**config.mk**
```make
export PLATFORM = sky130hd
export DESIGN_NAME = pgroup_downscale_ycbcr_to_rgb_unit
export DESIGN_NICKNAME = d
export VERILOG_FILES = /design/src/rtl/pdsc_pkg.sv /design/src/rtl/pdsc_div.sv /design/src/rtl/pdsc_cfg.sv /design/src/rtl/pdsc_pick.sv /design/src/rtl/pdsc_csc.sv /design/src/rtl/pdsc_ofifo.sv /design/src/rtl/pgroup_downscale_ycbcr_to_rgb_unit.sv
export SDC_FILE = /design/constraint.sdc
export NUM_CORES = 2
export LEC_CHECK = 0
export BUFFER_PORTS_ARGS = -buffer_cell sky130_fd_sc_hd__buf_2
export CELL_PAD_IN_SITES_DETAIL_PLACEMENT = 1
export CELL_PAD_IN_SITES_GLOBAL_PLACEMENT = 1
export CORE_MARGIN = 2
export CORE_UTILIZATION = 40
export CTS_CLUSTER_SIZE = 25
export DETAILED_ROUTE_END_ITERATION = 7
export MAX_ROUTING_LAYER = met4
export PLACE_DENSITY = 0.68
export SLEW_MARGIN = 20
export SYNTH_ARGS = -nofsm -noshare
export SYNTH_HDL_FRONTEND = slang
export SYNTH_SLANG_ARGS = --single-unit
```
**constraint.sdc**
```tcl
create_clock -name clk -period 29.3 [get_ports clk]
set_input_delay 5.86 -clock clk [delete_from_list [all_inputs] [get_ports clk]]
set_output_delay 5.86 -clock clk [all_outputs]
set_load 0.005 [all_outputs]
```
**src/rtl/pdsc_pkg.sv**
```systemverilog
// Shared types, constants and arithmetic helpers for the pgroup downscale block.
`timescale 1ns / 1ps

package pdsc_pkg;

    localparam int DIM_W          = 14;
    localparam int POS_W          = 13;
    localparam int SMP_W          = 10;
    localparam int CHAN_W         = 8;
    localparam int COEF_FRAC_BITS = 16;
    localparam int COEF_W         = 18;
    localparam int DIFF_W         = SMP_W + 1;
    localparam int PROD_W         = COEF_W + DIFF_W;
    localparam int ACC_W          = PROD_W + 1;

    localparam logic [DIM_W-1:0] MAX_DIM = DIM_W'(8192);

    localparam int OFIFO_DEPTH = 8;
    localparam int OFIFO_AW    = $clog2(OFIFO_DEPTH);
    localparam int OFIFO_CW    = $clog2(OFIFO_DEPTH + 1);

    // Q16 coefficients, round half up
    localparam longint KY_L  = ((64'd255 << (COEF_FRAC_BITS + 1)) + 64'd876) / 64'd1752;
    localparam longint KR_L  = ((64'd4015740 << (COEF_FRAC_BITS + 1)) + 64'd8960000)
                               / 64'd17920000;
    localparam longint KGB_L = ((64'd477615 << (COEF_FRAC_BITS + 1)) + 64'd8960000)
                               / 64'd17920000;
    localparam longint KGR_L = ((64'd1193655 << (COEF_FRAC_BITS + 1)) + 64'd8960000)
                               / 64'd17920000;
    localparam longint KB_L  = ((64'd4731780 << (COEF_FRAC_BITS + 1)) + 64'd8960000)
                               / 64'd17920000;

    localparam logic signed [COEF_W-1:0] KY  = COEF_W'(KY_L);
    localparam logic signed [COEF_W-1:0] KR  = COEF_W'(KR_L);
    localparam logic signed [COEF_W-1:0] KGB = COEF_W'(KGB_L);
    localparam logic signed [COEF_W-1:0] KGR = COEF_W'(KGR_L);
    localparam logic signed [COEF_W-1:0] KB  = COEF_W'(KB_L);

    localparam logic signed [DIFF_W-1:0] Y_OFFSET = DIFF_W'(64);
    localparam logic signed [DIFF_W-1:0] C_OFFSET = DIFF_W'(512);

    typedef enum logic [1:0] {
        REG_SRC_WIDTH    = 2'd0,
        REG_SRC_HEIGHT   = 2'd1,
        REG_THUMB_WIDTH  = 2'd2,
        REG_THUMB_HEIGHT = 2'd3
    } cfg_reg_t;

    typedef struct packed {
        logic             busy;
        logic [DIM_W-1:0] sw;
        logic [DIM_W-1:0] sh;
        logic [DIM_W-1:0] tw;
        logic [DIM_W-1:0] th;
        logic [DIM_W-1:0] col_q;
        logic [DIM_W-1:0] col_r;
        logic [DIM_W-1:0] row_q;
        logic [DIM_W-1:0] row_r;
    } geom_t;

    typedef struct packed {
        logic [1:0]       pick;
        logic [POS_W-1:0] tcol0;
        logic [POS_W-1:0] tcol1;
        logic [POS_W-1:0] trow;
        logic [1:0]       done;
    } pick_t;

    typedef struct packed {
        logic [DIM_W-1:0] pick;
        logic [DIM_W-1:0] rem;
    } adv_t;

    typedef struct packed {
        logic [CHAN_W-1:0] red;
        logic [CHAN_W-1:0] green;
        logic [CHAN_W-1:0] blue;
        logic [POS_W-1:0]  thumb_col;
        logic [POS_W-1:0]  thumb_row;
        logic              last_of_run;
        logic              frame_done;
    } result_t;

    // quotient plus remainder step of a nearest-neighbour target
    function automatic adv_t advance(input logic [DIM_W-1:0] pick,
                                     input logic [DIM_W-1:0] rem,
                                     input logic [DIM_W-1:0] q,
                                     input logic [DIM_W-1:0] r,
                                     input logic [DIM_W-1:0] den);
        logic [DIM_W:0] sum;
        adv_t           a;
        sum = {1'b0, rem} + {1'b0, r};
        if (sum >= {1'b0, den})
        begin
            a.rem  = DIM_W'(sum - {1'b0, den});
            a.pick = pick + q + DIM_W'(1);
        end
        else
        begin
            a.rem  = DIM_W'(sum);
            a.pick = pick + q;
        end
        return a;
    endfunction

    // round half up, clamp to 0..255
    function automatic logic [CHAN_W-1:0] to_8bit(input logic signed [ACC_W-1:0] acc);
        logic signed [ACC_W:0] s;
        logic [CHAN_W-1:0]     v;
        s = (ACC_W+1)'(acc) + (ACC_W+1)'(1 << (COEF_FRAC_BITS - 1));
        if (s[ACC_W])
            v = '0;
        else if (s[ACC_W-1:COEF_FRAC_BITS] > (ACC_W-COEF_FRAC_BITS)'(255))
            v = '1;
        else
            v = s[COEF_FRAC_BITS +: CHAN_W];
        return v;
    endfunction

endpackage

```
**src/rtl/pdsc_div.sv**
```systemverilog
// Restoring divider, one quotient bit per cycle.
`timescale 1ns / 1ps

module pdsc_div (
    input  logic                       clk,
    input  logic                       rst_n,
    input  logic                       start,
    input  logic [pdsc_pkg::DIM_W-1:0] num,
    input  logic [pdsc_pkg::DIM_W-1:0] den,
    output logic                       busy,
    output logic [pdsc_pkg::DIM_W-1:0] quo,
    output logic [pdsc_pkg::DIM_W-1:0] rem
);
    import pdsc_pkg::*;

    localparam int CNT_W = $clog2(DIM_W);

    logic             busy_reg;
    logic [CNT_W-1:0] cnt_reg;
    logic [DIM_W-1:0] quo_reg;
    logic [DIM_W-1:0] rem_reg;
    logic [DIM_W-1:0] den_reg;
    logic [DIM_W:0]   trial;

    assign trial = {rem_reg, quo_reg[DIM_W-1]};

    always_ff @(posedge clk or negedge rst_n)
    begin
        if (!rst_n)
        begin
            busy_reg <= 1'b0;
            cnt_reg  <= '0;
        end
        else if (start)
        begin
            busy_reg <= 1'b1;
            cnt_reg  <= '0;
        end
        else if (busy_reg)
        begin
            cnt_reg <= cnt_reg + CNT_W'(1);
            if (cnt_reg == CNT_W'(DIM_W - 1))
                busy_reg <= 1'b0;
        end
    end

    always_ff @(posedge clk)
    begin
        if (start)
        begin
            quo_reg <= num;
            rem_reg <= '0;
            den_reg <= den;
        end
        else if (busy_reg)
        begin
            if (trial >= {1'b0, den_reg})
            begin
                rem_reg <= DIM_W'(trial - {1'b0, den_reg});
                quo_reg <= {quo_reg[DIM_W-2:0], 1'b1};
            end
            else
            begin
                rem_reg <= DIM_W'(trial);
                quo_reg <= {quo_reg[DIM_W-2:0], 1'b0};
            end
        end
    end

    assign busy = busy_reg;
    assign quo  = quo_reg;
    assign rem  = rem_reg;

endmodule

```
**src/rtl/pdsc_cfg.sv**
```systemverilog
// Configuration registers, size clamping and scale step division.
`timescale 1ns / 1ps

module pdsc_cfg (
    input  logic                       clk,
    input  logic                       rst_n,
    input  logic                       cfg_valid,
    output logic                       cfg_ready,
    input  logic [1:0]                 cfg_index,
    input  logic [pdsc_pkg::DIM_W-1:0] cfg_data,
    output pdsc_pkg::geom_t            geom
);
    import pdsc_pkg::*;

    logic [DIM_W-1:0] src_width_reg;
    logic [DIM_W-1:0] src_height_reg;
    logic [DIM_W-1:0] thumb_width_reg;
    logic [DIM_W-1:0] thumb_height_reg;
    logic             dirty_reg;
    logic [DIM_W-1:0] sw_reg, sh_reg, tw_reg, th_reg;
    logic [DIM_W-1:0] sw_next, sh_next, tw_next, th_next;
    logic [DIM_W-1:0] sw_clamp;
    logic             wr;
    logic             start;
    logic             col_busy, row_busy;
    logic [DIM_W-1:0] col_q, col_r, row_q, row_r;

    assign cfg_ready = 1'b1;
    assign wr        = cfg_valid & cfg_ready;
    assign start     = dirty_reg & ~col_busy & ~row_busy;

    always_comb
    begin
        if (src_width_reg < DIM_W'(2))
            sw_clamp = DIM_W'(2);
        else if (src_width_reg > MAX_DIM)
            sw_clamp = MAX_DIM;
        else
            sw_clamp = src_width_reg;
        sw_next = {sw_clamp[DIM_W-1:1], 1'b0};

        if (src_height_reg == '0)
            sh_next = DIM_W'(1);
        else if (src_height_reg > MAX_DIM)
            sh_next = MAX_DIM;
        else
            sh_next = src_height_reg;

        if (thumb_width_reg == '0)
            tw_next = DIM_W'(1);
        else if (thumb_width_reg > sw_next)
            tw_next = sw_next;
        else
            tw_next = thumb_width_reg;

        if (thumb_height_reg == '0)
            th_next = DIM_W'(1);
        else if (thumb_height_reg > sh_next)
            th_next = sh_next;
        else
            th_next = thumb_height_reg;
    end

    always_ff @(posedge clk or negedge rst_n)
    begin
        if (!rst_n)
        begin
            src_width_reg    <= DIM_W'(1920);
            src_height_reg   <= DIM_W'(1080);
            thumb_width_reg  <= DIM_W'(320);
            thumb_height_reg <= DIM_W'(180);
            dirty_reg        <= 1'b1;
        end
        else
        begin
            if (wr)
            begin
                case (cfg_reg_t'(cfg_index))
                    REG_SRC_WIDTH:    src_width_reg    <= cfg_data;
                    REG_SRC_HEIGHT:   src_height_reg   <= cfg_data;
                    REG_THUMB_WIDTH:  thumb_width_reg  <= cfg_data;
                    REG_THUMB_HEIGHT: thumb_height_reg <= cfg_data;
                    default:          ;
                endcase
            end
            if (wr)
                dirty_reg <= 1'b1;
            else if (start)
                dirty_reg <= 1'b0;
        end
    end

    always_ff @(posedge clk)
    begin
        if (start)
        begin
            sw_reg <= sw_next;
            sh_reg <= sh_next;
            tw_reg <= tw_next;
            th_reg <= th_next;
        end
    end

    pdsc_div u_col_div (
        .clk   (clk),
        .rst_n (rst_n),
        .start (start),
        .num   (sw_next),
        .den   (tw_next),
        .busy  (col_busy),
        .quo   (col_q),
        .rem   (col_r)
    );

    pdsc_div u_row_div (
        .clk   (clk),
        .rst_n (rst_n),
        .start (start),
        .num   (sh_next),
        .den   (th_next),
        .busy  (row_busy),
        .quo   (row_q),
        .rem   (row_r)
    );

    always_comb
    begin
        geom.busy  = dirty_reg | col_busy | row_busy;
        geom.sw    = sw_reg;
        geom.sh    = sh_reg;
        geom.tw    = tw_reg;
        geom.th    = th_reg;
        geom.col_q = col_q;
        geom.col_r = col_r;
        geom.row_q = row_q;
        geom.row_r = row_r;
    end

endmodule

```
**src/rtl/pdsc_pick.sv**
```systemverilog
// Source position counters and nearest-neighbour pixel selection.
`timescale 1ns / 1ps

module pdsc_pick (
    input  logic            clk,
    input  logic            rst_n,
    input  logic            fire,
    input  logic            frame_start,
    input  pdsc_pkg::geom_t geom,
    output pdsc_pkg::pick_t info
);
    import pdsc_pkg::*;

    logic [DIM_W-1:0] source_col_reg, source_row_reg, target_col_reg, target_row_reg;
    logic [DIM_W-1:0] next_pick_col_reg, col_remainder_reg;
    logic [DIM_W-1:0] next_pick_row_reg, row_remainder_reg;

    logic [DIM_W-1:0] source_col_next, source_row_next, target_col_next, target_row_next;
    logic [DIM_W-1:0] next_pick_col_next, col_remainder_next;
    logic [DIM_W-1:0] next_pick_row_next, row_remainder_next;

    logic [DIM_W-1:0] sc, sr, tc, tr, npc, crem, npr, rrem;
    logic [DIM_W-1:0] sc_a, tc_a, sc_b, tc_b;
    adv_t             col_a, col_b, row_n;
    logic             row_sel, p0, p1;

    always_comb
    begin
        sc   = frame_start ? '0 : source_col_reg;
        sr   = frame_start ? '0 : source_row_reg;
        tc   = frame_start ? '0 : target_col_reg;
        tr   = frame_start ? '0 : target_row_reg;
        npc  = frame_start ? '0 : next_pick_col_reg;
        crem = frame_start ? '0 : col_remainder_reg;
        npr  = frame_start ? '0 : next_pick_row_reg;
        rrem = frame_start ? '0 : row_remainder_reg;

        row_sel = (sr < geom.sh) && (tr < geom.th) && (sr == npr);

        // first pixel of the pgroup
        p0 = row_sel && (sc == npc) && (tc < geom.tw);
        if (p0)
        begin
            col_a = advance(npc, crem, geom.col_q, geom.col_r, geom.tw);
            tc_a  = tc + DIM_W'(1);
        end
        else
        begin
            col_a.pick = npc;
            col_a.rem  = crem;
            tc_a       = tc;
        end
        sc_a = (sc < geom.sw) ? sc + DIM_W'(1) : sc;

        // second pixel
        p1 = row_sel && (sc_a == col_a.pick) && (tc_a < geom.tw);
        if (p1)
        begin
            col_b = advance(col_a.pick, col_a.rem, geom.col_q, geom.col_r, geom.tw);
            tc_b  = tc_a + DIM_W'(1);
        end
        else
        begin
            col_b = col_a;
            tc_b  = tc_a;
        end
        sc_b = (sc_a < geom.sw) ? sc_a + DIM_W'(1) : sc_a;

        row_n = advance(npr, rrem, geom.row_q, geom.row_r, geom.th);

        source_col_next    = sc_b;
        source_row_next    = sr;
        target_col_next    = tc_b;
        target_row_next    = tr;
        next_pick_col_next = col_b.pick;
        col_remainder_next = col_b.rem;
        next_pick_row_next = npr;
        row_remainder_next = rrem;

        // end of source line
        if (sc_b >= geom.sw)
        begin
            source_col_next = '0;
            if (row_sel)
            begin
                target_row_next    = tr + DIM_W'(1);
                next_pick_row_next = row_n.pick;
                row_remainder_next = row_n.rem;
            end
            target_col_next    = '0;
            next_pick_col_next = '0;
            col_remainder_next = '0;
            if (sr < geom.sh)
                source_row_next = sr + DIM_W'(1);
        end

        info.pick    = {p1, p0};
        info.tcol0   = tc[POS_W-1:0];
        info.tcol1   = tc_a[POS_W-1:0];
        info.trow    = tr[POS_W-1:0];
        info.done[0] = (tc == geom.tw - DIM_W'(1)) && (tr == geom.th - DIM_W'(1));
        info.done[1] = (tc_a == geom.tw - DIM_W'(1)) && (tr == geom.th - DIM_W'(1));
    end

    always_ff @(posedge clk or negedge rst_n)
    begin
        if (!rst_n)
        begin
            source_col_reg    <= '0;
            source_row_reg    <= '0;
            target_col_reg    <= '0;
            target_row_reg    <= '0;
            next_pick_col_reg <= '0;
            col_remainder_reg <= '0;
            next_pick_row_reg <= '0;
            row_remainder_reg <= '0;
        end
        else if (fire)
        begin
            source_col_reg    <= source_col_next;
            source_row_reg    <= source_row_next;
            target_col_reg    <= target_col_next;
            target_row_reg    <= target_row_next;
            next_pick_col_reg <= next_pick_col_next;
            col_remainder_reg <= col_remainder_next;
            next_pick_row_reg <= next_pick_row_next;
            row_remainder_reg <= row_remainder_next;
        end
    end

endmodule

```
**src/rtl/pdsc_csc.sv**
```systemverilog
// BT.709 limited-range 10-bit YCbCr to 8-bit RGB for both pixels of a pgroup.
`timescale 1ns / 1ps

module pdsc_csc (
    input  logic                        clk,
    input  logic [pdsc_pkg::SMP_W-1:0]  y0,
    input  logic [pdsc_pkg::SMP_W-1:0]  y1,
    input  logic [pdsc_pkg::SMP_W-1:0]  cb,
    input  logic [pdsc_pkg::SMP_W-1:0]  cr,
    output logic [pdsc_pkg::CHAN_W-1:0] red0,
    output logic [pdsc_pkg::CHAN_W-1:0] green0,
    output logic [pdsc_pkg::CHAN_W-1:0] blue0,
    output logic [pdsc_pkg::CHAN_W-1:0] red1,
    output logic [pdsc_pkg::CHAN_W-1:0] green1,
    output logic [pdsc_pkg::CHAN_W-1:0] blue1
);
    import pdsc_pkg::*;

    logic signed [DIFF_W-1:0] y0_d, y1_d, cb_d, cr_d;
    logic signed [PROD_W-1:0] py0_reg, py1_reg, pr_reg, pgb_reg, pgr_reg, pb_reg;
    logic signed [ACC_W-1:0]  cr_term, cg_term, cb_term;

    assign y0_d = $signed({1'b0, y0}) - Y_OFFSET;
    assign y1_d = $signed({1'b0, y1}) - Y_OFFSET;
    assign cb_d = $signed({1'b0, cb}) - C_OFFSET;
    assign cr_d = $signed({1'b0, cr}) - C_OFFSET;

    always_ff @(posedge clk)
    begin
        py0_reg <= PROD_W'(KY)  * PROD_W'(y0_d);
        py1_reg <= PROD_W'(KY)  * PROD_W'(y1_d);
        pr_reg  <= PROD_W'(KR)  * PROD_W'(cr_d);
        pgb_reg <= PROD_W'(KGB) * PROD_W'(cb_d);
        pgr_reg <= PROD_W'(KGR) * PROD_W'(cr_d);
        pb_reg  <= PROD_W'(KB)  * PROD_W'(cb_d);
    end

    // chroma terms shared by both pixels
    assign cr_term = ACC_W'(pr_reg);
    assign cg_term = -ACC_W'(pgb_reg) - ACC_W'(pgr_reg);
    assign cb_term = ACC_W'(pb_reg);

    assign red0   = to_8bit(ACC_W'(py0_reg) + cr_term);
    assign green0 = to_8bit(ACC_W'(py0_reg) + cg_term);
    assign blue0  = to_8bit(ACC_W'(py0_reg) + cb_term);
    assign red1   = to_8bit(ACC_W'(py1_reg) + cr_term);
    assign green1 = to_8bit(ACC_W'(py1_reg) + cg_term);
    assign blue1  = to_8bit(ACC_W'(py1_reg) + cb_term);

endmodule

```
**src/rtl/pdsc_ofifo.sv**
```systemverilog
// Result queue: up to two items in per cycle, one item out.
`timescale 1ns / 1ps

module pdsc_ofifo (
    input  logic                          clk,
    input  logic                          rst_n,
    input  logic [1:0]                    push_cnt,
    input  pdsc_pkg::result_t             push_a,
    input  pdsc_pkg::result_t             push_b,
    input  logic                          pop,
    output pdsc_pkg::result_t             head,
    output logic [pdsc_pkg::OFIFO_CW-1:0] count
);
    import pdsc_pkg::*;

    result_t             mem [OFIFO_DEPTH];
    logic [OFIFO_AW-1:0] wr_ptr_reg, rd_ptr_reg;
    logic [OFIFO_CW-1:0] count_reg;
    logic [OFIFO_AW-1:0] wr_ptr_b;

    assign wr_ptr_b = wr_ptr_reg + OFIFO_AW'(1);

    always_ff @(posedge clk)
    begin
        if (push_cnt != 2'd0)
            mem[wr_ptr_reg] <= push_a;
        if (push_cnt == 2'd2)
            mem[wr_ptr_b] <= push_b;
    end

    always_ff @(posedge clk or negedge rst_n)
    begin
        if (!rst_n)
        begin
            wr_ptr_reg <= '0;
            rd_ptr_reg <= '0;
            count_reg  <= '0;
        end
        else
        begin
            wr_ptr_reg <= wr_ptr_reg + OFIFO_AW'(push_cnt);
            if (pop)
                rd_ptr_reg <= rd_ptr_reg + OFIFO_AW'(1);
            count_reg <= count_reg + OFIFO_CW'(push_cnt) - OFIFO_CW'(pop);
        end
    end

    assign head  = mem[rd_ptr_reg];
    assign count = count_reg;

endmodule

```
**src/rtl/pgroup_downscale_ycbcr_to_rgb_unit.sv**
```systemverilog
// Top level: 4:2:2 10-bit pgroup stream to nearest-neighbour RGB thumbnail pixels.
// Each result passes through the input, product and queue registers before m_tvalid offers it.
// Throughput: one pgroup per cycle; results leave at up to one per cycle through an
// eight-item queue, so pgroups that pick two pixels hold s_tready low as it fills.
// After reset or a configuration write the dividers load and then shift out the quotient
// bit by bit, with s_tready held low until both finish; a write during a pass queues a fresh one.
`timescale 1ns / 1ps

module pgroup_downscale_ycbcr_to_rgb_unit (
    input  logic        clk,
    input  logic        rst_n,
    input  logic        s_tvalid,
    output logic        s_tready,
    input  logic [39:0] s_tdata,   // pgroup[39:0]
    input  logic        s_tuser,   // frame_start
    output logic        m_tvalid,
    input  logic        m_tready,
    output logic [55:0] m_tdata,   // red[7:0], green[15:8], blue[23:16], thumb_col[36:24],
                                   // thumb_row[49:37], zero[55:50]
    output logic        m_tlast,   // last_of_run
    output logic        m_tuser,   // frame_done
    input  logic        cfg_valid,
    output logic        cfg_ready,
    input  logic [1:0]  cfg_index,
    input  logic [13:0] cfg_data
);
    import pdsc_pkg::*;

    geom_t             geom;
    pick_t             pinfo;
    logic              s_fire;
    logic              m_fire;

    logic [1:0]        s1_pick_reg, s2_pick_reg;
    logic [SMP_W-1:0]  s1_y0_reg, s1_y1_reg, s1_cb_reg, s1_cr_reg;
    logic [POS_W-1:0]  s1_tcol0_reg, s1_tcol1_reg, s1_trow_reg;
    logic [POS_W-1:0]  s2_tcol0_reg, s2_tcol1_reg, s2_trow_reg;
    logic [1:0]        s1_done_reg, s2_done_reg;

    logic [CHAN_W-1:0] red0, green0, blue0, red1, green1, blue1;
    result_t           item0, item1, push_a, head;
    logic [1:0]        push_cnt, s1_cnt;
    logic [OFIFO_CW-1:0] fifo_count;
    logic [OFIFO_CW+1:0] reserved;

    assign s1_cnt   = {1'b0, s1_pick_reg[0]} + {1'b0, s1_pick_reg[1]};
    assign push_cnt = {1'b0, s2_pick_reg[0]} + {1'b0, s2_pick_reg[1]};
    assign reserved = (OFIFO_CW+2)'(fifo_count) + (OFIFO_CW+2)'(s1_cnt)
                    + (OFIFO_CW+2)'(push_cnt) + (OFIFO_CW+2)'(2);

    assign s_tready = ~geom.busy && (reserved <= (OFIFO_CW+2)'(OFIFO_DEPTH));
    assign s_fire   = s_tvalid & s_tready;

    pdsc_cfg u_cfg (
        .clk       (clk),
        .rst_n     (rst_n),
        .cfg_valid (cfg_valid),
        .cfg_ready (cfg_ready),
        .cfg_index (cfg_index),
        .cfg_data  (cfg_data),
        .geom      (geom)
    );

    pdsc_pick u_pick (
        .clk         (clk),
        .rst_n       (rst_n),
        .fire        (s_fire),
        .frame_start (s_tuser),
        .geom        (geom),
        .info        (pinfo)
    );

    always_ff @(posedge clk or negedge rst_n)
    begin
        if (!rst_n)
        begin
            s1_pick_reg <= '0;
            s2_pick_reg <= '0;
        end
        else
        begin
            s1_pick_reg <= s_fire ? pinfo.pick : 2'b00;
            s2_pick_reg <= s1_pick_reg;
        end
    end

    always_ff @(posedge clk)
    begin
        if (s_fire)
        begin
            s1_cb_reg    <= s_tdata[39:30];
            s1_y0_reg    <= s_tdata[29:20];
            s1_cr_reg    <= s_tdata[19:10];
            s1_y1_reg    <= s_tdata[9:0];
            s1_tcol0_reg <= pinfo.tcol0;
            s1_tcol1_reg <= pinfo.tcol1;
            s1_trow_reg  <= pinfo.trow;
            s1_done_reg  <= pinfo.done;
        end
        s2_tcol0_reg <= s1_tcol0_reg;
        s2_tcol1_reg <= s1_tcol1_reg;
        s2_trow_reg  <= s1_trow_reg;
        s2_done_reg  <= s1_done_reg;
    end

    pdsc_csc u_csc (
        .clk    (clk),
        .y0     (s1_y0_reg),
        .y1     (s1_y1_reg),
        .cb     (s1_cb_reg),
        .cr     (s1_cr_reg),
        .red0   (red0),
        .green0 (green0),
        .blue0  (blue0),
        .red1   (red1),
        .green1 (green1),
        .blue1  (blue1)
    );

    always_comb
    begin
        item0.red         = red0;
        item0.green       = green0;
        item0.blue        = blue0;
        item0.thumb_col   = s2_tcol0_reg;
        item0.thumb_row   = s2_trow_reg;
        item0.last_of_run = ~s2_pick_reg[1];
        item0.frame_done  = s2_done_reg[0];

        item1.red         = red1;
        item1.green       = green1;
        item1.blue        = blue1;
        item1.thumb_col   = s2_tcol1_reg;
        item1.thumb_row   = s2_trow_reg;
        item1.last_of_run = 1'b1;
        item1.frame_done  = s2_done_reg[1];

        push_a = s2_pick_reg[0] ? item0 : item1;
    end

    assign m_fire = m_tvalid & m_tready;

    pdsc_ofifo u_ofifo (
        .clk      (clk),
        .rst_n    (rst_n),
        .push_cnt (push_cnt),
        .push_a   (push_a),
        .push_b   (item1),
        .pop      (m_fire),
        .head     (head),
        .count    (fifo_count)
    );

    assign m_tvalid = (fifo_count != '0);
    assign m_tdata  = {6'b0, head.thumb_row, head.thumb_col, head.blue, head.green, head.red};
    assign m_tlast  = head.last_of_run;
    assign m_tuser  = head.frame_done;

endmodule
```
==> summary.txt <==
Clock network
  – Postcts setup bufs: 0
  – Worst-path clk slew: 60 ps
  – Post-cts resize count: 0
  – Clock sinks: 994
  – # hold bufs at CTS: 0
  – CTS root buf: clkbuf_16
  – Bufs on Longest Clock Path: 3
  – CTS tree: done
  – H-Tree Depth: 3
  – Clock network latency to the later pin of the worst-skew pair: slightly above 800 ps
  – CTS Buf Count: about 120

Logic synthesis
  – Gate Count Post-Synth: between 7000 and 8000
  – Share of the synthesized area in the top cell type: 22.8%
  – Netlist cell types: 101
  – Top_reg_cell synth: edfxtp_1
  – Yosys top cell by area: edfxtp_1
  – Yosys Warn Count: 0
  – Post-synth EDFFs: ~570
  – Syn Area/Cell: about 10 µm²
  – Area of the mapped netlist: between 70000 and 80000 µm²
  – Synthesis-stage register bit count: roughly 990
  – Seq/Total Area, Yosys: 35.4%
  – Async S/R FF share, synth: between 10% and 20%
  – Largest cells by area after synthesis: edfxtp_1, ha_1, dfxtp_1, dfrtp_1, fa_1

Layout
  – Cell area after layout: ~83000 µm²
  – Footprint of the multi-input gates: between 40000 and 50000 µm²
  – Max reg flops: roughly 420
  – Fill cells: 20900
  – Area Overhead vs Synth: 10.1%
  – Fin util: between 40% and 50%
  – Final nets: about 8800
  – Layout Cells excl Fill: approximately 10000
  – Register area: around 27000 µm²
  – Layout cell share with drive strength beyond 1: between 8 and 9%

Critical path
  – Critical Path AT: ~16000 ps
  – Critical path class: primary input to flop
  – Kind of start point of the critical path: primary input
  – Req. time, crit path: between 20000 and 30000 ps
  – Buf/Inv on CP: 2
  – Worst-path fanout max: 40
  – R2R Setup Slk: approximately 19000 ps
  – CP endpoint kind: flop
  – Worst path max stage delay: between 500 and 600 ps
  – Delay-heaviest family, CP: compound AO/OA/AOI/OAI gates
  – Crit path max-delay cell type: o41ai_1

Global routing
  – Vias in the first global route: roughly 62000
  – Largest net degree at the start of global routing: 111
  – Total track usage: ~26%
  – GR Overflow Total: 0
  – Initial antenna violation count: 11
  – First-pass GRT wire length: roughly 370000 µm

Die
  – Full die area: 191000 µm²
  – FP Rows: about 160
  – Core area: roughly 190000 µm²
  – Die width: between 400 and 500 µm
  – Initial core utilization: around 40%
  – Die Y: 437 µm
  – # IOs: 123

STA
  – Final setup fails: 0
  – Relative slew margins: slightly above 20%
  – Setup TNS: 0 ps
  – Slew @ Worst Pin: between 1000 and 1500 ps
  – Tmin final: approximately 16000 ps
  – Final Hold Vio Count: 0
  – RSZ-0062 raised after global routing: false
  – Period utilization: a little over half
  – Setup Skew: 79.7 ps
  – Fmax: 63.2 MHz
  – Hold WS: around 290 ps
  – Slew Limit Fails: 0

Power
  – P_leak: between 30 and 40 nW
  – Pwr dens: between 60 and 70 nW/µm²
  – Clock group share of total power: 26.8%
  – Sw frac: between 30% and 40%
  – Power share of the sequential group: between 30% and 40%
  – Combinational power share: 42.6%
  – Net switching power: 0.00219 W
  – Worst vdd ir: ~77 µV
  – Internal: between 0.003 and 0.004 W

Detailed routing
  – Via-to-Cell Ratio: between 5 and 6
  – DRC: 0
  – WL/cell: approximately 23 µm
  – Via count: 58300
  – Drt first pass iters: 5
  – Routed WL: ~240000 µm
  – Initial DRC count: roughly 3700
  – Final ANT Viol Nets: 0

Placed design
  – Inst Count DP: 9979
  – Final HPWL DP: approximately 180000 µm
  – # port buffers: between 100 and 150
  – GP Congestion: about 0.90
  – Post-DP Area: between 70000 and 80000 µm²

Run
  – Max Cap Viol: 0

Worst hold path
  – Worst Hold Class: flop to flop

Outcome
  – Status: finished, final reports clean
[layout by cell type, fill, tap and decap left out, drive strengths merged, types with 43 or more instances in the layout]
cell type  count
a21o         137
a21oi        353
a31oi         50
and2          89
and3          61
buf          178
clkbuf       145
clkinv        43
dfrtp        178
dfxtp        230
edfxtp       571
fa           193
ha           953
inv          699
mux2         113
mux2i         78
mux4         104
nand2        599
nand2b        53
nand3        124
nand4         87
nor2         426
nor2b        226
nor3         111
nor4          48
o21a          50
o21ai        466
o21bai        65
o22ai        211
xnor2        363
xor2         179
[Yosys cell counts, types with 53 or more instances]
library cell	count
dfrtp_1	178
a21o_1	137
xnor2_1	363
nand2_1	598
dfxtp_1	230
and2_1	88
fa_1	193
nor3_1	111
a21oi_1	352
inv_1	684
o21ai_0	456
nand2b_1	53
mux4_2	104
and3_1	61
o21bai_1	65
mux2i_1	78
xor2_1	179
edfxtp_1	571
nand4_1	87
o22ai_1	211
nor2b_1	225
ha_1	953
mux2_2	112
nor2_1	426
clkbuf_1	174
nand3_1	124
[final timing paths]
kind,cells past startpoint,to,from
max,46,u_pick.next_pick_col_reg[13]$_DFFE_PN0P_,s_tuser
max reg2reg,45,u_pick.next_pick_col_reg[13]$_DFFE_PN0P_,u_pick.col_remainder_reg[1]$_DFFE_PN0P_
min,0,s2_tcol1_reg[0]$_DFF_P_,s1_tcol1_reg[0]$_DFFE_PP_
max in group asynchronous,3,u_pick.source_row_reg[9]$_DFFE_PN0P_,rst_n
min in group asynchronous,1,u_pick.next_pick_col_reg[4]$_DFFE_PN0P_,rst_n
min reg2reg,0,s2_tcol1_reg[0]$_DFF_P_,s1_tcol1_reg[0]$_DFFE_PP_
[final cells by class]
cell class | instances | share of cell area, %
Multi-Input combinational cell | 5625 | 54.8
Sequential cell | 994 | 32.2
Tap cell | 2495 | 3.77
Clock buffer | 145 | 3.77
Inverter | 688 | 3.12
Timing Repair Buffer | 178 | 1.32
Clock inverter | 73 | 1.05
Antenna cell | 2 | 0.00605
[routing by layer]
metal / track usage [%] / wire length, µm / vias up
li1: - / - / 27200
met1: 33.7 / 109000 / 29400
met2: 41.8 / 113000 / 1290
met3: 2.37 / 10200 / 374
met4: 7.59 / 6910 / 0
met5: - / 0 / -
[kinds of logic after synthesis]
kind of cell / share of synthesized area (%)
other: 0.00999
adder cells (fa/ha/maj): 21.1
buffers and inverters: 4.52
multiplexers: 5.85
AO/OA/AOI/OAI: 13.9
XOR/XNOR: 6.38
flip-flops: 35.4
AND/OR/NAND/NOR: 12.8
[worst reg2reg max path, delay by kind of cell, from the launching register on]
| kind | cells | cell delay (ps) |
|---|---|---|
| and+or+nand+nor | 9 | 2100 |
| adders and majority gates | 6 | 1920 |
| buffers and inverters | 1 | 240 |
| xor gates and xnor gates | 3 | 620 |
| AOI/OAI and AO/OA | 26 | 5420 |
| DFF | 1 | 370 |
[power groups by stage]
stage                     combinational [W]  clock (W)  sequential [W]
after floorplan                     0.00178          0         0.00167
after global placement              0.00232          0         0.00177
after detailed placement            0.00238          0         0.00178
after CTS                           0.00240    0.00155         0.00175
after global routing                0.00268    0.00160         0.00175
final                               0.00241    0.00152         0.00173
[per-stage QoR]
stage,power (W),setup WS (ps)
4_1_cts,0.00570,13530
6_report,0.00567,13480
2_1_floorplan,0.00345,12330
5_1_grt,0.00602,12580
3_3_place_gp,0.00409,12960
3_5_place_dp,0.00416,12760
Note: power is estimated with default switching activity, not from simulation.
